### src/grid_bin_index_top_defines.svh
// ----------------------------------------------------------------------------
// Grid bin index: assertion macros
// Shared concurrent assertion forms, clocked on aclk and quiet during reset.
// ----------------------------------------------------------------------------
`ifndef GRID_BIN_INDEX_TOP_DEFINES_SVH
`define GRID_BIN_INDEX_TOP_DEFINES_SVH

// The consequent must hold in the same cycle as the antecedent.
`define GBI_ASSERT_NOW(lbl, ante, cons) \
    lbl: assert property (@(posedge aclk) disable iff (!aresetn) (ante) |-> (cons)) \
        else $error("grid bin index check failed");

// The consequent must hold in the cycle after the antecedent.
`define GBI_ASSERT_NEXT(lbl, ante, cons) \
    lbl: assert property (@(posedge aclk) disable iff (!aresetn) (ante) |=> (cons)) \
        else $error("grid bin index check failed");

`endif

### src/gbi_pkg.sv
// ----------------------------------------------------------------------------
// Grid bin index package
// Widths, codes, register map and shared types of the grid binning pipeline.
// ----------------------------------------------------------------------------
package gbi_pkg;

    localparam int FRAC_BITS  = 16;
    localparam int MAX_CELLS  = 256;

    localparam int POS_W      = 32;
    localparam int HALF_W     = 31;
    localparam int D_W        = POS_W + 1;
    localparam int V_W        = POS_W + 2;
    localparam int INV_W      = 32;
    localparam int IDX_W      = 32;
    localparam int PROD_W     = V_W + INV_W;
    localparam int QSHIFT     = 2 * FRAC_BITS;
    localparam int CELL_W     = 9;
    localparam int AXIS_W     = 8;
    localparam int NTOT_W     = 2 * CELL_W - 1;
    localparam int LIN_W      = IDX_W + CELL_W + 1;
    localparam int LIM_W      = CELL_W + 1;
    localparam int EXT_SUM_W  = IDX_W + 2;

    // Stage 0 forms the offsets, stages 1 to 5 the axis indices,
    // stages 6 to 8 the clamping, the linear bin and the result register.
    localparam int IDX_STAGE  = 5;
    localparam int STAGES     = IDX_STAGE + 4;

    localparam int S_TDATA_W  = ((2 * POS_W + 2 * HALF_W + 7) / 8) * 8;
    localparam int M_TDATA_W  = ((3 * IDX_W + 2 * AXIS_W + 7) / 8) * 8;

    localparam int CFG_ADDR_W = 5;
    localparam int CFG_DATA_W = 32;
    localparam int ADDR_LSB   = 2;

    localparam logic signed [IDX_W-1:0] IDX_MAX = {1'b0, {(IDX_W-1){1'b1}}};
    localparam logic signed [IDX_W-1:0] IDX_MIN = {1'b1, {(IDX_W-1){1'b0}}};

    typedef logic [STAGES-1:0] stage_vec_t;

    typedef enum logic [1:0] {
        FUNC_RAW    = 2'd0,
        FUNC_CLAMP  = 2'd1,
        FUNC_AXIS   = 2'd2,
        FUNC_WINDOW = 2'd3
    } func_t;

    typedef enum logic [CFG_ADDR_W-ADDR_LSB-1:0] {
        REG_Y_ORIGIN = 3'd0,
        REG_Z_ORIGIN = 3'd1,
        REG_Y_INV    = 3'd2,
        REG_Z_INV    = 3'd3,
        REG_CELLS_Y  = 3'd4,
        REG_CELLS_Z  = 3'd5
    } reg_addr_t;

    typedef struct packed {
        logic signed [POS_W-1:0] y_origin;
        logic signed [POS_W-1:0] z_origin;
        logic [INV_W-1:0]        y_inv;
        logic [INV_W-1:0]        z_inv;
        logic [CELL_W-1:0]       ny;
        logic [CELL_W-1:0]       nz;
        logic [NTOT_W-1:0]       ntot;
    } cfg_t;

endpackage

### src/gbi_ctrl.sv
// ----------------------------------------------------------------------------
// Grid bin index pipeline control
// Valid bits of every stage and the per-stage load enables; bubbles collapse.
// ----------------------------------------------------------------------------
`include "grid_bin_index_top_defines.svh"

module gbi_ctrl (
    input  logic                aclk,
    input  logic                aresetn,
    input  logic                in_valid,
    output logic                in_ready,
    output logic                out_valid,
    input  logic                out_ready,
    output gbi_pkg::stage_vec_t en
);
    import gbi_pkg::*;

    stage_vec_t valid_reg;
    stage_vec_t valid_next;

    // A stage may load when it is empty or when its content moves on.
    always_comb begin
        en[STAGES-1] = !valid_reg[STAGES-1] || out_ready;
        for (int k = STAGES - 2; k >= 0; k--) begin
            en[k] = !valid_reg[k] || en[k+1];
        end
    end

    always_comb begin
        valid_next[0] = en[0] ? in_valid : valid_reg[0];
        for (int k = 1; k < STAGES; k++) begin
            valid_next[k] = en[k] ? valid_reg[k-1] : valid_reg[k];
        end
    end

    always_ff @(posedge aclk) begin
        if (!aresetn) begin
            valid_reg <= '0;
        end else begin
            valid_reg <= valid_next;
        end
    end

    assign in_ready  = en[0];
    assign out_valid = valid_reg[STAGES-1];

    `GBI_ASSERT_NOW(a_accept_when_empty, !valid_reg[0], in_ready)
    `GBI_ASSERT_NEXT(a_result_held, valid_reg[STAGES-1] && !out_ready, valid_reg[STAGES-1])
    `GBI_ASSERT_NOW(a_full_refuses, ($countones(valid_reg) == STAGES) && !out_ready, !in_ready)

endmodule

### config.mk
export PLATFORM = sky130hd
export DESIGN_NAME = gbi_ctrl
export DESIGN_NICKNAME = d
export VERILOG_FILES = /design/src/gbi_pkg.sv /design/src/gbi_ctrl.sv
export VERILOG_INCLUDE_DIRS = /design/src /design/src/src
export SDC_FILE = /design/constraint.sdc
export NUM_CORES = 1
export LEC_CHECK = 0
export BUFFER_PORTS_ARGS = -buffer_cell sky130_fd_sc_hd__buf_2
export CORE_AREA = 2 2 39 41
export CTS_CLUSTER_SIZE = 16
export DETAILED_ROUTE_END_ITERATION = 8
export DIE_AREA = 0 0 41 43
export GPL_TIMING_DRIVEN = 0
export PLACE_DENSITY = 0.53
export SLEW_MARGIN = 20
export SYNTH_ARGS = -nofsm -noshare
export SYNTH_HDL_FRONTEND = slang
export SYNTH_SLANG_ARGS = --single-unit
### constraint.sdc
create_clock -name aclk -period 3.03 [get_ports aclk]
set_input_delay 0.1515 -clock aclk [delete_from_list [all_inputs] [get_ports aclk]]
set_output_delay 0.1515 -clock aclk [all_outputs]
set_load 0.02 [all_outputs]
==> results.tsv <==
stage	metric	value	unit
outcome	status	complete, no violations	
placement	Buffers on Ports	14	
placement	DP Area	467	um^2
drt	Avg WL per Cell	9.10	um
pwr	Leakage	0.000185	uW
sta	relative slew slack	0.745	
floorplanning	row cnt	14	
sta	Setup WS post-layout	1.33	ns
drt	total wire length	710	um
pwr	Design Power	221	uW
setup_path	Setup crit start kind	register	
synthesis	flops & latches, synth	9	
floorplanning	Die Ht	43	um
pwr	worst vdd ir	0.000160	V
synthesis	Cells after Synth	44	
synthesis	Net Count, Synth	48	
drt	DR vias	349	
floorplanning	boundary pin count	15	
setup_path	Worst Path Required	2.88	ns
pwr	switching power	45.9	uW
synthesis	Netlist cell types	17	
layout	multi-input logic area	170	um^2
drt	drc violations	0	
drt	DR iter-0 viols	2	
sta	final setup fails	0	
clocking	Post-CTS Setup Inserts	0	
global_routing	initial antenna violation count	0	
floorplanning	die area	1760	um^2
layout	layout cell share with drive strength beyond 1	0.419	
global_routing	remaining global-route overflow	0	
synthesis	Yosys top cell area share	0.478	
layout	most frequent cells in the layout	buf_2, nand2_1, dfxtp_1	
clocking	Clk pin slew, worst setup/hold paths	0.06	ns
pwr	combinational share of power	0.035	
synthesis	syn_area_per_cell	8.56	um^2
sta	Fin. Hold Viols	0	
floorplanning	Initial Utilization	0.272	
sta	part of the cycle the worst path needs	0.561	
pwr	Internal	175	uW
sta	crit path time final	1.70	ns
pwr	Switching Fraction	0.208	
sta	FMAX	0.588	GHz
synthesis	Synth Warn #	0	
layout	design area	493	um^2
synthesis	top cells by area, synth	dfxtp_1, nand2_1, nand3_1	
layout	commonest non-fill, non-tap cell in the layout	buf_2	
global_routing	largest net degree at the start of global routing	11	
clocking	CTS tree	built	
layout	Final #Nets	67	
clocking	htree depth	1	
setup_path	CP max FO	4	
pwr	Clk network pwr share	0.411	
pwr	Seq pwr share	0.554	
sta	RSZ-0062 raised after global routing	no	
placement	Placer Congestion	0.729	
synthesis	Synth area leader	dfxtp_1	
placement	DP Worst Slack	1.59	ns
floorplanning	Placeable Area	1380	um^2
layout	Area growth syn-to-layout	30.9	%
layout	Largest register FFs	9	
global_routing	number of global-route vias before repair	300	
hold_path	Hold Crit Class	input pin to register	
sta	final setup TNS	0	ns
layout	fillcell total	158	
layout	Seq. cell area	180	um^2
pwr	Power Dens Cells	448	nW/um^2
drt	Final ANT Viol Nets	0	
clocking	clk_lat worst skew	0.25	ns
setup_path	critical path class	register to output pin	
synthesis	sequential share of the synthesized area	0.478	
global_routing	first-pass GRT wire length	1090	um
layout	diode count	0	
floorplanning	die width	41	um
flow_run	max_cap viols	0	
clocking	post-CTS sizing	0	
clocking	Hold-fix buffers, CTS	0	
clocking	CTS Buf Count	3	
sta	Final Slew Violations	0	
clocking	CTS root buf	clkbuf_4	
placement	hpwl dp	539	um
sta	Clock Skews	0.00371	ns
setup_path	Setup crit end kind	output pin	
sta	Worst-Margin Slew	0.382	ns
setup_path	Arr. time, crit path	1.55	ns
global_routing	total track usage	0.0948	
drt	DR pass1 iterations	4	
clocking	CTS max path bufs	2	
synthesis	Mapped Area	377	um^2
drt	vias per std cell	4.47	
clocking	CTS Sinks	9	
==> cell families after synthesis <==
logic type / share of synthesized area
AO/OA/AOI/OAI: 0.166
buffers and inverters: 0.0698
flip-flops: 0.478
AND/OR/NAND/NOR: 0.286
==> worst max-delay path: stages (launching register included) <==
cell	delay, ns
dfxtp_1	0.34
and3b_2	0.23
inv_2	0.07
nor3_4	0.25
nand3_1	0.12
buf_4	0.14
buf_2	0.15
==> routing by layer <==
layer | share of wire | GRT usage
met3 | 0.069 | 0.0157
met2 | 0.44 | 0.128
met4 | 0.020 | 0.100
met1 | 0.47 | 0.114
met5 | 0 | 0
==> final timing paths <==
| kind | start | depth (start not counted) | slack, ns | endpoint |
|---|---|---|---|---|
| setup / recovery | valid_reg[8] | 6 | 1.33 | en[0] |
| hold / removal | in_valid | 3 | 0.09 | valid_reg[0] |
| setup reg to reg | valid_reg[8] | 5 | 1.88 | valid_reg[1] |
| hold reg to reg | valid_reg[7] | 2 | 0.45 | valid_reg[8] |
==> power groups by stage <==
| stage | Sequential, uW | Clock (uW) | Combinational, uW |
|---|---|---|---|
| 2_1_floorplan | 125 | 0 | 4.62 |
| 3_3_place_gp | 125 | 0 | 7.89 |
| 3_5_place_dp | 125 | 0 | 7.93 |
| 4_1_cts | 122 | 96.5 | 7.98 |
| 5_1_grt | 123 | 100 | 9.12 |
| 6_report | 122 | 90.7 | 7.83 |
==> per-stage QoR <==
step | util | hold WS [ns] | cells
floorplan | - | 0.264 | 44
global placement | 0.337 | 0.349 | 74
detailed placement | 0.337 | 0.355 | 74
CTS | 0.356 | 0.0808 | 78
global route | 0.356 | 0.107 | 78
finish | 0.356 | 0.0881 | 78
==> synth_stat cells, drive strengths merged <==
master	instances
o21a	3
nand2	10
nand3	5
nand2b	1
buf	1
dfxtp	9
nor3	1
inv	4
nor2b	1
and3b	1
o21ai	4
a21boi	1
nor2	1
clkbuf	1
a21oi	1
==> area by class of cell <==
class | instances | share of cell area
buffer | 2 | 0.0228
clock buffer | 4 | 0.0533
inverter | 4 | 0.0305
multi-input combinational | 29 | 0.345
sequential | 9 | 0.365
tap | 16 | 0.0406
timing repair buffer | 14 | 0.142
No activity file was read; power rests on OpenSTA's default activity.
