## config.mk

```make
export PLATFORM = sky130hd
export DESIGN_NAME = gbi_axis
export DESIGN_NICKNAME = d
export VERILOG_FILES = /design/src/grid_bin_index_top_defines.svh /design/src/gbi_pkg.sv /design/src/gbi_axis.sv
export SDC_FILE = /design/constraint.sdc
export NUM_CORES = 2
export LEC_CHECK = 0
export ABC_CLOCK_PERIOD_IN_PS = 18850
export BUFFER_PORTS_ARGS = -buffer_cell sky130_fd_sc_hd__buf_2
export CORE_MARGIN = 4
export CORE_UTILIZATION = 40
export CTS_CLUSTER_DIAMETER = 150
export DETAILED_ROUTE_END_ITERATION = 8
export HOLD_SLACK_MARGIN = 0.12
export PLACE_DENSITY = 0.65
export SLEW_MARGIN = 20
export SYNTH_ARGS = -nofsm -noshare
export SYNTH_HDL_FRONTEND = slang
export SYNTH_SLANG_ARGS = --single-unit
export TNS_END_PERCENT = 50
```

## constraint.sdc

```tcl
create_clock -name aclk -period 18.85 [get_ports aclk]
set_input_delay 1.885 -clock aclk [delete_from_list [all_inputs] [get_ports aclk]]
set_output_delay 1.885 -clock aclk [all_outputs]
set_load 0.005 [all_outputs]
```

## src/grid_bin_index_top_defines.svh

```systemverilog
// ----------------------------------------------------------------------------
// Grid bin index: assertion macros
// Shared concurrent assertion forms, clocked on aclk and quiet during reset.
// ----------------------------------------------------------------------------
`ifndef GRID_BIN_INDEX_TOP_DEFINES_SVH
`define GRID_BIN_INDEX_TOP_DEFINES_SVH

// The consequent must hold in the same cycle as the antecedent.
`define GBI_ASSERT_NOW(lbl, ante, cons) \
    lbl: assert property (@(posedge aclk) disable iff (!aresetn) (ante) |-> (cons)) \
        else $error("grid bin index check failed");

// The consequent must hold in the cycle after the antecedent.
`define GBI_ASSERT_NEXT(lbl, ante, cons) \
    lbl: assert property (@(posedge aclk) disable iff (!aresetn) (ante) |=> (cons)) \
        else $error("grid bin index check failed");

`endif

```

## src/gbi_pkg.sv

```systemverilog
// ----------------------------------------------------------------------------
// Grid bin index package
// Widths, codes, register map and shared types of the grid binning pipeline.
// ----------------------------------------------------------------------------
package gbi_pkg;

    localparam int FRAC_BITS  = 16;
    localparam int MAX_CELLS  = 256;

    localparam int POS_W      = 32;
    localparam int HALF_W     = 31;
    localparam int D_W        = POS_W + 1;
    localparam int V_W        = POS_W + 2;
    localparam int INV_W      = 32;
    localparam int IDX_W      = 32;
    localparam int PROD_W     = V_W + INV_W;
    localparam int QSHIFT     = 2 * FRAC_BITS;
    localparam int CELL_W     = 9;
    localparam int AXIS_W     = 8;
    localparam int NTOT_W     = 2 * CELL_W - 1;
    localparam int LIN_W      = IDX_W + CELL_W + 1;
    localparam int LIM_W      = CELL_W + 1;
    localparam int EXT_SUM_W  = IDX_W + 2;

    // Stage 0 forms the offsets, stages 1 to 5 the axis indices,
    // stages 6 to 8 the clamping, the linear bin and the result register.
    localparam int IDX_STAGE  = 5;
    localparam int STAGES     = IDX_STAGE + 4;

    localparam int S_TDATA_W  = ((2 * POS_W + 2 * HALF_W + 7) / 8) * 8;
    localparam int M_TDATA_W  = ((3 * IDX_W + 2 * AXIS_W + 7) / 8) * 8;

    localparam int CFG_ADDR_W = 5;
    localparam int CFG_DATA_W = 32;
    localparam int ADDR_LSB   = 2;

    localparam logic signed [IDX_W-1:0] IDX_MAX = {1'b0, {(IDX_W-1){1'b1}}};
    localparam logic signed [IDX_W-1:0] IDX_MIN = {1'b1, {(IDX_W-1){1'b0}}};

    typedef logic [STAGES-1:0] stage_vec_t;

    typedef enum logic [1:0] {
        FUNC_RAW    = 2'd0,
        FUNC_CLAMP  = 2'd1,
        FUNC_AXIS   = 2'd2,
        FUNC_WINDOW = 2'd3
    } func_t;

    typedef enum logic [CFG_ADDR_W-ADDR_LSB-1:0] {
        REG_Y_ORIGIN = 3'd0,
        REG_Z_ORIGIN = 3'd1,
        REG_Y_INV    = 3'd2,
        REG_Z_INV    = 3'd3,
        REG_CELLS_Y  = 3'd4,
        REG_CELLS_Z  = 3'd5
    } reg_addr_t;

    typedef struct packed {
        logic signed [POS_W-1:0] y_origin;
        logic signed [POS_W-1:0] z_origin;
        logic [INV_W-1:0]        y_inv;
        logic [INV_W-1:0]        z_inv;
        logic [CELL_W-1:0]       ny;
        logic [CELL_W-1:0]       nz;
        logic [NTOT_W-1:0]       ntot;
    } cfg_t;

endpackage

```

## src/gbi_axis.sv

```systemverilog
// ----------------------------------------------------------------------------
// Grid bin index axis unit
// Five stages: offset, magnitude, split product, shift, sign and saturation.
// ----------------------------------------------------------------------------
module gbi_axis (
    input  logic                              aclk,
    input  gbi_pkg::stage_vec_t               en,
    input  logic signed [gbi_pkg::D_W-1:0]    d,
    input  logic [gbi_pkg::HALF_W-1:0]        half,
    input  logic                              use_half,
    input  logic                              sub_half,
    input  logic [gbi_pkg::INV_W-1:0]         inv,
    output logic signed [gbi_pkg::IDX_W-1:0]  idx
);
    import gbi_pkg::*;

    logic signed [V_W-1:0]    hx;
    logic signed [V_W-1:0]    dx;
    logic signed [V_W-1:0]    v_next;
    logic signed [V_W-1:0]    v_reg;
    logic                     neg_next;
    logic [V_W-1:0]           mag_next;
    logic                     neg2_reg;
    logic [V_W-1:0]           mag_reg;
    logic [2*INV_W-1:0]       p_lo_next;
    logic [V_W-1:0]           p_hi_next;
    logic [2*INV_W-1:0]       p_lo_reg;
    logic [V_W-1:0]           p_hi_reg;
    logic                     neg3_reg;
    logic [PROD_W-1:0]        sum;
    logic [PROD_W-1:0]        q_next;
    logic [PROD_W-1:0]        q_reg;
    logic                     neg4_reg;
    logic signed [IDX_W-1:0]  idx_next;
    logic signed [IDX_W-1:0]  idx_reg;

    // Stage 1: shift the offset by the window half width when asked.
    assign hx     = use_half ? $signed({{(V_W-HALF_W){1'b0}}, half}) : '0;
    assign dx     = $signed({d[D_W-1], d});
    assign v_next = sub_half ? (dx - hx) : (dx + hx);

    // Stage 2: sign and magnitude, so that the product truncates toward zero.
    assign neg_next = v_reg[V_W-1];
    assign mag_next = neg_next ? V_W'(-v_reg) : V_W'(v_reg);

    // Stage 3: the wide product in two parts, low word and top bits.
    assign p_lo_next = mag_reg[INV_W-1:0] * inv;
    assign p_hi_next = V_W'(mag_reg[V_W-1:INV_W]) * V_W'(inv);

    // Stage 4: recombine and drop the fraction bits of both operands.
    assign sum    = {p_hi_reg, {INV_W{1'b0}}} + {{(PROD_W-2*INV_W){1'b0}}, p_lo_reg};
    assign q_next = sum >> QSHIFT;

    // Stage 5: restore the sign and saturate to the signed index range.
    always_comb begin
        if (!neg4_reg) begin
            if (q_reg > PROD_W'($unsigned(IDX_MAX))) begin
                idx_next = IDX_MAX;
            end else begin
                idx_next = $signed(q_reg[IDX_W-1:0]);
            end
        end else begin
            if (q_reg > PROD_W'($unsigned(IDX_MIN))) begin
                idx_next = IDX_MIN;
            end else begin
                idx_next = $signed(-q_reg[IDX_W-1:0]);
            end
        end
    end

    always_ff @(posedge aclk) begin
        if (en[1]) begin
            v_reg <= v_next;
        end
        if (en[2]) begin
            neg2_reg <= neg_next;
            mag_reg  <= mag_next;
        end
        if (en[3]) begin
            neg3_reg <= neg2_reg;
            p_lo_reg <= p_lo_next;
            p_hi_reg <= p_hi_next;
        end
        if (en[4]) begin
            neg4_reg <= neg3_reg;
            q_reg    <= q_next;
        end
        if (en[5]) begin
            idx_reg <= idx_next;
        end
    end

    assign idx = idx_reg;

endmodule

```

==> out/qor.txt <==
status: complete, no violations
Die W: 348.7 µm
post-route minimum period: 10.08 ns
DP Wirelength: 87,160 µm
H-tree depth: 1
vias in the first global route: 35,497
Worst Tran Pin Value: 1.139 ns
most area-hungry cell type in the Yosys netlist: fa_1
die area: 121,600 µm²
initial DRC count: 2,196
number of clock sinks: 203
antenna violations before repair: 8
Initial Utilization: 40.43%
Post-synth EDFFs: 203
Mapped Avg Cell Area: 9.355 µm²
Nets: 6,308
Synth Cell Area: 46,420 µm²
DP Cell Count: 6,428
Synth Area in Compound Gates: 7.544%
ranking of synthesized cells by area: fa_1 (39%), edfxtp_1 (13%), ha_1 (9.7%)
GPL Wtd Cong: 0.8963
Post-Synth Adder-Cell Area: 48.40%
# port buffers: 135
Max stage delay on crit path: 0.82 ns
Post-CTS Hold Buffers: 0
Multi-input gate area: 35,930 µm²
fin cells: 6,475
CP max-delay cell: buf_2
fill count: 11,105
max_cap viols: 0
area growth from synthesis to layout: 6.267%
Max Root-Sink Buffers: 3
proportion of synthesized area in mux cells: 0.06469%
Reg clk slew, reported paths: 0.06 ns
grt ovf: 0
number of nets with antenna violations after detailed routing: 0
Unique masters post-synth: 79
Synth top area share: 38.73%
Syn Inst Count: 4,962
most frequent CP cell: fa_1
Post-Synth XOR/XNOR Area: 3.207%
post-synthesis simple-gate area fraction: 18.18%
Die H: 348.7 µm
core area: 114,800 µm²
PostCTS Resize Cnt: 0
endpoints failing setup: 0
Worst Setup Start Kind: input port
utilization after layout: 42.97%
Seq cells post-synth: 203
Worst Hold Class: flop to flop
Ys Warns: 0
share of layout cells above drive strength 1: 5.082%
WS Path Type: input port to flop
first-pass GRT wire length: 195,100 µm
FMAX: 99.21 MHz
Ports: 140
CP delay by family, top: adder cells
DRC viols: 0
unrepaired setup endpoints after global routing: false
predominant post-synthesis flop cell: edfxtp_1
final WL: 121,300 µm
Syn Nets: 6,327
average wire per standard cell: 18.73 µm
worst path bufs/invs: 6
CTS tree: built
Slew Limit Fails: 0
row count: 124
Clock Skew: 0.01567 ns
root buffer cell: clkbuf_16
main combinational cell family by area after synthesis: adder cells
setup TNS: 0 ns
Vias/cell: 5.224
cts bufs inserted: 24
Worst EP arrival: 10.39 ns
via count: 33,827
GR Util All Layers: 20.31%
post-synthesis sequential area ratio: 13.13%
async set or reset register ratio after synthesis: 0%
Clock Latency Late Sink: 0.56 ns
Worst Path Max Fanout: 34
pin count of the biggest net entering global routing: 68
Post CTS Setup Buffer Count: 0
crit share post-route: 53.47%
Req. time, crit path: 19.16 ns
DRT Pass-1 Iters: 7
sequential cell area: 6096 µm²
Setup crit end kind: flop
Final Hold Vio Count: 0
max_slew headroom: 24.09%
## worst register-to-register path, delay by kind of cell (launching register included)
kind	cells	cell delay [ns]
AO/OA/AOI/OAI	7	2.31
adder cells (fa/ha/maj)	9	4.51
buffers and inverters	6	0.67
flip-flops	1	0.32
multiplexers	1	0.14
AND/OR/NAND/NOR	3	0.51
## placed cells by master (no fill, tap or decap), types with 5 or more instances in the layout
cell / count
a2111oi_0: 7
a211o_1: 6
a211oi_1: 16
a21o_1: 88
a21oi_1: 129
a311o_1: 6
a31oi_1: 19
and2_1: 652
and3_1: 22
and4_1: 7
buf_2: 135
buf_4: 60
clkbuf_1: 5
clkbuf_16: 24
clkinv_1: 5
edfxtp_1: 203
fa_1: 898
ha_1: 359
inv_1: 925
nand2_1: 595
nand2b_1: 26
nand3_1: 40
nand4_1: 25
nor2_1: 113
nor2b_1: 29
nor3_1: 50
nor4_1: 10
o211ai_1: 8
o21a_1: 19
o21ai_0: 122
o21bai_1: 16
o311ai_1: 19
o31ai_1: 16
o41ai_1: 7
or2_2: 5
or3_1: 26
or3b_1: 5
or4_1: 10
xnor2_1: 114
xor2_1: 56
## worst paths after layout
check / from / to / slack (ns) / cells after the start
worst max-delay path: inv[10] / p_lo_reg[61] / 8.77 / 26
worst min-delay path: neg3_reg / neg4_reg / 0.44 / 0
worst max register to register: mag_reg[27] / p_lo_reg[61] / 10.16 / 26
worst min register to register: neg3_reg / neg4_reg / 0.44 / 0
## per-stage QoR
step                hold WS, ns  setup WS, ns  area [µm²]
floorplan                0.4003         9.571       46420
global placement         0.4153         8.251       48520
detailed placement       0.4203         8.258       48520
CTS                      0.4415         8.823       49290
global route             0.4583         8.312       49320
finish                   0.4391         8.771       49330
## synth_stat cells (16+ instances only)
cell type,n
o21ai_0,122
o31ai_1,16
o21bai_1,16
xor2_1,56
o21a_1,19
nand2_1,595
fa_1,898
nand2b_1,26
ha_1,359
a21o_1,88
a31oi_1,19
xnor2_1,114
nand4_1,25
clkbuf_1,227
and3_1,22
nand3_1,40
and2_1,652
or3_1,26
a211oi_1,16
inv_1,925
nor3_1,50
o311ai_1,19
nor2b_1,29
a21oi_1,129
nor2_1,113
edfxtp_1,203
## metal layers
layer	track usage (%)	part of all wire [%]	up-vias
li1	-	-	15363
met1	28.75	43	17016
met2	32.06	45	1269
met3	4.622	9.6	175
met4	4.364	2.2	4
met5	0	0.022	-
## cell type report
class	count	area share, %
multi-input cells	3593	72.84
flip-flops and latches	203	12.36
inverters	925	7.039
well taps	1512	3.835
repair buffers	196	2.339
clock buffers	29	1.256
clock inverters	13	0.3170
diodes	4	0.02029
## cells by family (layout without fill, tap and decap cells)
kind of cell / count (synthesis) / in the layout
other cells: 0 / 4
mux: 3 / 3
buf+inv: 1166 / 1163
flops: 203 / 203
fa+ha+maj: 1257 / 1257
compound gates: 530 / 530
xor+xnor: 170 / 170
simple gates: 1633 / 1633
Power is left out: the tool's default activity adds up to more than one toggle a clock period on the data nets, which glitch-free logic cannot reach.
