<file path="config.mk">
export PLATFORM = sky130hd
export DESIGN_NAME = gbi_post
export DESIGN_NICKNAME = d
export VERILOG_FILES = /design/src/grid_bin_index_top_defines.svh /design/src/gbi_pkg.sv /design/src/gbi_post.sv
export SDC_FILE = /design/constraint.sdc
export NUM_CORES = 2
export LEC_CHECK = 0
export ABC_AREA = 0
export BUFFER_PORTS_ARGS = -buffer_cell sky130_fd_sc_hd__buf_2
export CAP_MARGIN = 20
export CORE_MARGIN = 2
export CORE_UTILIZATION = 50
export DETAILED_ROUTE_END_ITERATION = 8
export GPL_TIMING_DRIVEN = 0
export MAX_ROUTING_LAYER = met4
export PLACE_DENSITY = 0.73
export SLEW_MARGIN = 20
export SYNTH_ARGS = -nofsm -noshare
export SYNTH_HDL_FRONTEND = slang
export SYNTH_SLANG_ARGS = --single-unit
export TNS_END_PERCENT = 30
</file>
<file path="constraint.sdc">
create_clock -name aclk -period 8.8 [get_ports aclk]
set_input_delay 2.64 -clock aclk [delete_from_list [all_inputs] [get_ports aclk]]
set_output_delay 2.64 -clock aclk [all_outputs]
set_load 0.01 [all_outputs]
</file>
<file path="src/grid_bin_index_top_defines.svh">
// ----------------------------------------------------------------------------
// Grid bin index: assertion macros
// Shared concurrent assertion forms, clocked on aclk and quiet during reset.
// ----------------------------------------------------------------------------
`ifndef GRID_BIN_INDEX_TOP_DEFINES_SVH
`define GRID_BIN_INDEX_TOP_DEFINES_SVH

// The consequent must hold in the same cycle as the antecedent.
`define GBI_ASSERT_NOW(lbl, ante, cons) \
    lbl: assert property (@(posedge aclk) disable iff (!aresetn) (ante) |-> (cons)) \
        else $error("grid bin index check failed");

// The consequent must hold in the cycle after the antecedent.
`define GBI_ASSERT_NEXT(lbl, ante, cons) \
    lbl: assert property (@(posedge aclk) disable iff (!aresetn) (ante) |=> (cons)) \
        else $error("grid bin index check failed");

`endif

</file>
<file path="src/gbi_pkg.sv">
// ----------------------------------------------------------------------------
// Grid bin index package
// Widths, codes, register map and shared types of the grid binning pipeline.
// ----------------------------------------------------------------------------
package gbi_pkg;

    localparam int FRAC_BITS  = 16;
    localparam int MAX_CELLS  = 256;

    localparam int POS_W      = 32;
    localparam int HALF_W     = 31;
    localparam int D_W        = POS_W + 1;
    localparam int V_W        = POS_W + 2;
    localparam int INV_W      = 32;
    localparam int IDX_W      = 32;
    localparam int PROD_W     = V_W + INV_W;
    localparam int QSHIFT     = 2 * FRAC_BITS;
    localparam int CELL_W     = 9;
    localparam int AXIS_W     = 8;
    localparam int NTOT_W     = 2 * CELL_W - 1;
    localparam int LIN_W      = IDX_W + CELL_W + 1;
    localparam int LIM_W      = CELL_W + 1;
    localparam int EXT_SUM_W  = IDX_W + 2;

    // Stage 0 forms the offsets, stages 1 to 5 the axis indices,
    // stages 6 to 8 the clamping, the linear bin and the result register.
    localparam int IDX_STAGE  = 5;
    localparam int STAGES     = IDX_STAGE + 4;

    localparam int S_TDATA_W  = ((2 * POS_W + 2 * HALF_W + 7) / 8) * 8;
    localparam int M_TDATA_W  = ((3 * IDX_W + 2 * AXIS_W + 7) / 8) * 8;

    localparam int CFG_ADDR_W = 5;
    localparam int CFG_DATA_W = 32;
    localparam int ADDR_LSB   = 2;

    localparam logic signed [IDX_W-1:0] IDX_MAX = {1'b0, {(IDX_W-1){1'b1}}};
    localparam logic signed [IDX_W-1:0] IDX_MIN = {1'b1, {(IDX_W-1){1'b0}}};

    typedef logic [STAGES-1:0] stage_vec_t;

    typedef enum logic [1:0] {
        FUNC_RAW    = 2'd0,
        FUNC_CLAMP  = 2'd1,
        FUNC_AXIS   = 2'd2,
        FUNC_WINDOW = 2'd3
    } func_t;

    typedef enum logic [CFG_ADDR_W-ADDR_LSB-1:0] {
        REG_Y_ORIGIN = 3'd0,
        REG_Z_ORIGIN = 3'd1,
        REG_Y_INV    = 3'd2,
        REG_Z_INV    = 3'd3,
        REG_CELLS_Y  = 3'd4,
        REG_CELLS_Z  = 3'd5
    } reg_addr_t;

    typedef struct packed {
        logic signed [POS_W-1:0] y_origin;
        logic signed [POS_W-1:0] z_origin;
        logic [INV_W-1:0]        y_inv;
        logic [INV_W-1:0]        z_inv;
        logic [CELL_W-1:0]       ny;
        logic [CELL_W-1:0]       nz;
        logic [NTOT_W-1:0]       ntot;
    } cfg_t;

endpackage

</file>
<file path="src/gbi_post.sv">
// ----------------------------------------------------------------------------
// Grid bin index result stages
// Axis clamping, window extents, linear bin and the per-mode result register.
// ----------------------------------------------------------------------------
module gbi_post (
    input  logic                              aclk,
    input  gbi_pkg::stage_vec_t               en,
    input  gbi_pkg::func_t                    func,
    input  gbi_pkg::cfg_t                     cfg,
    input  logic signed [gbi_pkg::IDX_W-1:0]  ya,
    input  logic signed [gbi_pkg::IDX_W-1:0]  yb,
    input  logic signed [gbi_pkg::IDX_W-1:0]  za,
    input  logic signed [gbi_pkg::IDX_W-1:0]  zb,
    output logic signed [gbi_pkg::IDX_W-1:0]  bin,
    output logic [gbi_pkg::AXIS_W-1:0]        bin_y,
    output logic [gbi_pkg::AXIS_W-1:0]        bin_z,
    output logic signed [gbi_pkg::IDX_W-1:0]  extent_y,
    output logic signed [gbi_pkg::IDX_W-1:0]  extent_z,
    output logic                              out_of_range
);
    import gbi_pkg::*;

    localparam int S6 = IDX_STAGE + 1;
    localparam int S7 = IDX_STAGE + 2;
    localparam int S8 = IDX_STAGE + 3;

    function automatic logic [AXIS_W-1:0] clamp_axis(
        input logic signed [IDX_W-1:0] v,
        input logic [CELL_W-1:0]       n
    );
        logic signed [IDX_W-1:0] n_s;
        logic [CELL_W-1:0]       top;
        logic [AXIS_W-1:0]       r;
        n_s = $signed({{(IDX_W-CELL_W){1'b0}}, n});
        top = n - 1'b1;
        if (n == '0 || v < 0) begin
            r = '0;
        end else if (v >= n_s) begin
            r = top[AXIS_W-1:0];
        end else begin
            r = v[AXIS_W-1:0];
        end
        return r;
    endfunction

    function automatic logic signed [IDX_W-1:0] diff_sat(
        input logic signed [IDX_W-1:0] hi,
        input logic signed [IDX_W-1:0] lo
    );
        logic signed [IDX_W:0] diff;
        logic signed [IDX_W-1:0] r;
        diff = $signed({hi[IDX_W-1], hi}) - $signed({lo[IDX_W-1], lo});
        if (diff[IDX_W] != diff[IDX_W-1]) begin
            r = diff[IDX_W] ? IDX_MIN : IDX_MAX;
        end else begin
            r = diff[IDX_W-1:0];
        end
        return r;
    endfunction

    // The window may not run past the last cell of the axis.
    function automatic logic signed [IDX_W-1:0] fit_extent(
        input logic signed [IDX_W-1:0] e,
        input logic [AXIS_W-1:0]       c,
        input logic [CELL_W-1:0]       n
    );
        logic signed [EXT_SUM_W-1:0] reach;
        logic signed [LIM_W-1:0]     lim;
        logic signed [IDX_W-1:0]     r;
        reach = $signed({{(EXT_SUM_W-IDX_W){e[IDX_W-1]}}, e})
              + $signed({{(EXT_SUM_W-AXIS_W){1'b0}}, c});
        lim   = $signed({1'b0, n}) - LIM_W'(1) - $signed({{(LIM_W-AXIS_W){1'b0}}, c});
        if (reach >= $signed({{(EXT_SUM_W-CELL_W){1'b0}}, n})) begin
            r = {{(IDX_W-LIM_W){lim[LIM_W-1]}}, lim};
        end else begin
            r = e;
        end
        return r;
    endfunction

    // Stage 6 signals.
    logic [AXIS_W-1:0]        yc_next;
    logic [AXIS_W-1:0]        zc_next;
    logic signed [IDX_W-1:0]  mz_next;
    logic signed [IDX_W-1:0]  my_next;
    logic                     linear_mode;
    func_t                    func6_reg;
    logic [AXIS_W-1:0]        yc6_reg;
    logic [AXIS_W-1:0]        zc6_reg;
    logic signed [IDX_W-1:0]  mz_reg;
    logic signed [IDX_W-1:0]  my_reg;
    logic signed [IDX_W-1:0]  eyr_reg;
    logic signed [IDX_W-1:0]  ezr_reg;

    // Stage 7 signals.
    logic signed [LIN_W-1:0]  prod;
    logic signed [LIN_W-1:0]  lin_next;
    func_t                    func7_reg;
    logic [AXIS_W-1:0]        yc7_reg;
    logic [AXIS_W-1:0]        zc7_reg;
    logic signed [LIN_W-1:0]  lin_reg;
    logic signed [IDX_W-1:0]  ey7_reg;
    logic signed [IDX_W-1:0]  ez7_reg;

    // Stage 8 signals.
    logic signed [LIN_W-1:0]  ntot_s;
    logic signed [LIN_W-1:0]  lin_clamp;
    logic signed [IDX_W-1:0]  lin_sat;
    logic                     lin_fits;
    logic                     lin_outside;
    logic signed [IDX_W-1:0]  bin_next;
    logic [AXIS_W-1:0]        bin_y_next;
    logic [AXIS_W-1:0]        bin_z_next;
    logic signed [IDX_W-1:0]  extent_y_next;
    logic signed [IDX_W-1:0]  extent_z_next;
    logic                     oor_next;
    logic signed [IDX_W-1:0]  bin_reg;
    logic [AXIS_W-1:0]        bin_y_reg;
    logic [AXIS_W-1:0]        bin_z_reg;
    logic signed [IDX_W-1:0]  extent_y_reg;
    logic signed [IDX_W-1:0]  extent_z_reg;
    logic                     oor_reg;

    // Stage 6: in raw and clamp modes the lower index is the plain axis index.
    assign linear_mode = (func == FUNC_RAW) || (func == FUNC_CLAMP);
    assign yc_next     = clamp_axis(ya, cfg.ny);
    assign zc_next     = clamp_axis(za, cfg.nz);
    assign mz_next     = linear_mode ? za : $signed({{(IDX_W-AXIS_W){1'b0}}, zc_next});
    assign my_next     = linear_mode ? ya : $signed({{(IDX_W-AXIS_W){1'b0}}, yc_next});

    // Stage 7: linear bin z * ny + y, exact.
    assign prod     = mz_reg * $signed({1'b0, cfg.ny});
    assign lin_next = prod + $signed({{(LIN_W-IDX_W){my_reg[IDX_W-1]}}, my_reg});

    // Stage 8: range flag, saturation and clamping of the linear bin.
    assign ntot_s      = $signed({{(LIN_W-NTOT_W){1'b0}}, cfg.ntot});
    assign lin_outside = lin_reg[LIN_W-1] || (lin_reg >= ntot_s);
    assign lin_fits    = (&lin_reg[LIN_W-1:IDX_W-1]) || !(|lin_reg[LIN_W-1:IDX_W-1]);

    always_comb begin
        if (lin_fits) begin
            lin_sat = lin_reg[IDX_W-1:0];
        end else begin
            lin_sat = lin_reg[LIN_W-1] ? IDX_MIN : IDX_MAX;
        end
        lin_clamp = (lin_reg >= ntot_s) ? (ntot_s - LIN_W'(1)) : lin_reg;
        if (lin_clamp[LIN_W-1]) begin
            lin_clamp = '0;
        end
    end

    always_comb begin
        bin_next      = '0;
        bin_y_next    = '0;
        bin_z_next    = '0;
        extent_y_next = '0;
        extent_z_next = '0;
        oor_next      = 1'b0;
        unique case (func7_reg)
            FUNC_RAW: begin
                bin_next = lin_sat;
                oor_next = lin_outside;
            end
            FUNC_CLAMP: begin
                bin_next = lin_clamp[IDX_W-1:0];
            end
            FUNC_AXIS: begin
                bin_next   = lin_reg[IDX_W-1:0];
                bin_y_next = yc7_reg;
                bin_z_next = zc7_reg;
            end
            FUNC_WINDOW: begin
                bin_next      = lin_reg[IDX_W-1:0];
                bin_y_next    = yc7_reg;
                bin_z_next    = zc7_reg;
                extent_y_next = ey7_reg;
                extent_z_next = ez7_reg;
            end
        endcase
    end

    always_ff @(posedge aclk) begin
        if (en[S6]) begin
            func6_reg <= func;
            yc6_reg   <= yc_next;
            zc6_reg   <= zc_next;
            mz_reg    <= mz_next;
            my_reg    <= my_next;
            eyr_reg   <= diff_sat(yb, ya);
            ezr_reg   <= diff_sat(zb, za);
        end
        if (en[S7]) begin
            func7_reg <= func6_reg;
            yc7_reg   <= yc6_reg;
            zc7_reg   <= zc6_reg;
            lin_reg   <= lin_next;
            ey7_reg   <= fit_extent(eyr_reg, yc6_reg, cfg.ny);
            ez7_reg   <= fit_extent(ezr_reg, zc6_reg, cfg.nz);
        end
        if (en[S8]) begin
            bin_reg      <= bin_next;
            bin_y_reg    <= bin_y_next;
            bin_z_reg    <= bin_z_next;
            extent_y_reg <= extent_y_next;
            extent_z_reg <= extent_z_next;
            oor_reg      <= oor_next;
        end
    end

    assign bin          = bin_reg;
    assign bin_y        = bin_y_reg;
    assign bin_z        = bin_z_reg;
    assign extent_y     = extent_y_reg;
    assign extent_z     = extent_z_reg;
    assign out_of_range = oor_reg;

endmodule

</file>
==> summary.md <==
| Metric | Value |
|---|---|
| Pins over their slew limit | `0` |
| Crit-path slowest cell | `fa_1` |
| Clock slew at reported path FFs | `0.06 ns` |
| Hold path endpoint | `func7_reg[0]$_DFFE_PP_` |
| Reg-to-reg startpoint | `mz_reg[13]$_SDFFCE_PN0P_` |
| Initial DRC Count | `2145` |
| Avg Cell Area, Syn | `10.0 um2` |
| Number of synthesized flops with an enable pin | `383` |
| Non-filler cells in the finished layout | `4526` |
| Largest net degree at the start of global routing | `86` |
| Die area | `68300 um2` |
| Worst R2R End | `lin_reg[40]$_DFFE_PP_` |
| WS Path Type | `in -> reg` |
| Layout cell share with drive strength beyond 1 | `0.120` |
| Comb pwr share | `0.610` |
| Metal-1 WL | `37500 um` |
| Vias per cell | `5.63` |
| Min cycle time layout | `approximately 8.5 ns` |
| Global-route wire length before repair | `136000 um` |
| Worst Path Required | `9.11 ns` |
| Hold crit path type | `reg -> reg` |
| Clock root buffer | `clkbuf_16` |
| Final setup viols | `0` |
| Arrival time worst endpoint | `roughly 8.9 ns` |
| Post-Syn Area | `about 33000 um2` |
| First-pass iteration count of the detailed router | `5` |
| Row count | `94` |
| Wirelength per Cell | `19.7 um` |
| Max reg flops | `42` |
| Total Wirelength | `89300 um` |
| Synth Warn # | `0` |
| Dpl cell area | `35700 um2` |
| Period utilisation layout | `0.971` |
| Hold Crit Depth | `0` |
| Post-synthesis sequential area ratio | `0.348` |
| CP endpoint kind | `flop` |
| Skew-Pair Late Insertion Delay | `0.59 ns` |
| GRT Util Overall | `0.269` |
| Synth async-reset ratio | `0` |
| Antenna-violating nets left | `0` |
| Cell Chain, Critical Path | `buf_2, clkbuf_2, nand2_1, fa_1, inv_1, fa_1, fa_1, fa_1, inv_1, fa_1, inv_1, ha_1, nand2_1, nor2_1, nand3_1, a2111o_1, a211oi_1, o41ai_2, o31ai_2, a311o_1, a21oi_1, xnor2_1` |
| Die Ht | `261 um` |
| CTS tree | `done` |
| CP peak stage delay | `approximately 0.60 ns` |
| Clock Sinks | `383` |
| CTS H-tree lvls | `2` |
| Max-slew headroom | `0.315` |
| CTS Buffer Depth | `3` |
| Smallest hold slack | `between 0.4 and 0.5 ns` |
| Starting Density | `0.504` |
| CP max FO | `10` |
| Multi-input gate area | `19100 um2` |
| Met3 Wirelength | `8200 um` |
| Worst Reg-to-Reg Cells | `21` |
| Total CTS buffers | `42` |
| Final net count | `about 4400` |
| Cell count after synthesis | `3296` |
| Drt drc | `0` |
| Max frequency | `roughly 0.12 GHz` |
| Int Pwr | `between 0.007 and 0.008 W` |
| Filler instances | `about 5800` |
| Clock power share | `0.148` |
| Port-buffer cells | `280` |
| Sw power | `0.00518 W` |
| Final number of hold-violating endpoints | `0` |
| Seq. cell area | `roughly 12000 um2` |
| Remaining global-route overflow | `0` |
| Design area | `approximately 37000 um2` |
| Seq pwr share | `0.242` |
| Worst setup SP type | `primary input` |
| VDD IR-drop max | `0.000362 V` |
| Area grow syn2layout | `12.3%` |
| Placed Cells | `4443` |
| R2r setup slk | `2.02 ns` |
| Yosys cell types | `86` |
| Synth Flop Type | `edfxtp_1` |
| Antenna violations before repair | `13` |
| Die Width | `roughly 260 um` |
| Vias | `approximately 25000` |
| Metal2 WL | `41300 um` |
| Leakage | `between 15 and 20 nW` |
| Syn nets | `approximately 4100` |
| Max cap viols | `0` |
| Hold_sp | `func6_reg[0]$_DFFE_PP_` |
| Final Skew | `0.0252 ns` |
| Post-DP HPWL | `72100 um` |
| Io pins | `416` |
| Hold_buf cts | `0` |
| Power density cells | `roughly 330 nW/um2` |
| Flops & latches, synth | `383` |
| Critical path's most frequent cell | `fa_1` |
| Slew @ Worst Pin | `about 1 ns` |
| Top layer used by detailed routing | `met4` |
| Number of global-route vias before repair | `24400` |
| Core Region | `approximately 66000 um2` |
| GP Congestion | `0.970` |
| Status | `complete, no violations` |
| Sw Ratio | `0.425` |
## per-layer routing
layer / global-route usage / vias to the layer above
met3: 0.0519 / 144
met5: - / -
met4: 0.0701 / 0
li1: - / 11900
met1: 0.365 / 12500
met2: 0.415 / 973
## per-stage QoR
step	worst slack [ns]	setup TNS (ns)	power [W]	utilization
floorplan	0.204	0	0.00862	-
CTS	0.00657	0	0.0122	0.565
global placement	-1.24	-13.27	0.0102	0.542
detailed placement	-1.29	-13.74	0.0103	0.544
finish	0.255	0	0.0122	0.566
global route	-0.00336	-0.00336	0.0133	0.566
## synth_stat cells (all sizes together), types with 43 or more instances
library cell,instances,area [um2]
a21o,104,781
a21oi,167,840
and2,133,832
and3,90,564
buf,50,251
clkbuf,85,319
edfxtp,383,11500
fa,279,5590
ha,245,3070
inv,522,1960
nand2,296,1110
nand3,52,265
nor2,178,668
o21ai,112,561
xnor2,104,911
xor2,43,377
## cells in the final DEF (no fill, tap or decap), types with 62 or more instances in the layout
cell	synthesis	routed
a21oi_1	166	166
and2_1	133	133
edfxtp_1	383	383
a21o_1	104	104
clkbuf_1	85	62
and3_1	89	89
buf_2	21	295
nand2_1	296	296
o21ai_0	102	102
nor2_1	178	178
ha_1	245	245
inv_1	522	522
fa_1	279	279
xnor2_1	104	104
## cell type report
type | instances | share of cell area
clock inverter | 29 | 0.00872
tap | 864 | 0.0291
clock buffer | 46 | 0.0287
multi-input combinational | 2256 | 0.514
antenna | 12 | 0.000808
buffer | 130 | 0.0159
sequential | 383 | 0.309
timing repair buffer | 284 | 0.0410
inverter | 522 | 0.0527
## logic make-up (layout without fill, tap and decap cells)
| kind of cell | count (synthesis) | after routing | share of synthesized area |
|---|---|---|---|
| AND/OR/NAND/NOR | 939 | 939 | 0.141 |
| buffers and inverters | 657 | 1011 | 0.0764 |
| AO/OA/AOI/OAI | 622 | 622 | 0.127 |
| adder cells (fa/ha/maj) | 526 | 526 | 0.262 |
| flip-flops | 383 | 383 | 0.348 |
| XOR/XNOR | 147 | 147 | 0.0389 |
| multiplexers | 22 | 22 | 0.00722 |
| other | 0 | 12 | 0 |
## power groups by stage
stage / Combinational, W / Clock, W / Sequential [W]
floorplan: 0.00570 / 0 / 0.00292
global placement: 0.00720 / 0 / 0.00299
detailed placement: 0.00733 / 0 / 0.00299
CTS: 0.00740 / 0.00184 / 0.00295
global route: 0.00844 / 0.00190 / 0.00298
finish: 0.00743 / 0.00181 / 0.00295
## worst max-delay path by stage
stage | from | to | slack, ns | cells past startpoint
2_1_floorplan | cfg[32] | lin_reg[40]$_DFFE_PP_ | 0.20 | 22
3_3_place_gp | cfg[28] | lin_reg[40]$_DFFE_PP_ | -1.24 | 23
3_5_place_dp | cfg[32] | lin_reg[40]$_DFFE_PP_ | -1.29 | 23
4_1_cts | cfg[32] | lin_reg[40]$_DFFE_PP_ | 0.007 | 21
5_1_grt | cfg[34] | lin_reg[40]$_DFFE_PP_ | -0.003 | 21
6_report | cfg[30] | lin_reg[40]$_DFFE_PP_ | 0.26 | 22
## critical path, delay by kind of cell
| family | cells | cell delay (ns) |
|---|---|---|
| adders and majority gates | 6 | 3.04 |
| AOI/OAI and AO/OA | 6 | 1.66 |
| and+or+nand+nor | 4 | 0.57 |
| buffers and inverters | 5 | 0.79 |
| xor gates and xnor gates | 1 | 0.15 |
## repair_timing
action	CTS	global route
setup endpoints to repair	12	6
resized for setup	15	32
pin swaps	1	1
setup buffers	1	0
(Power assumes the default switching activity.)
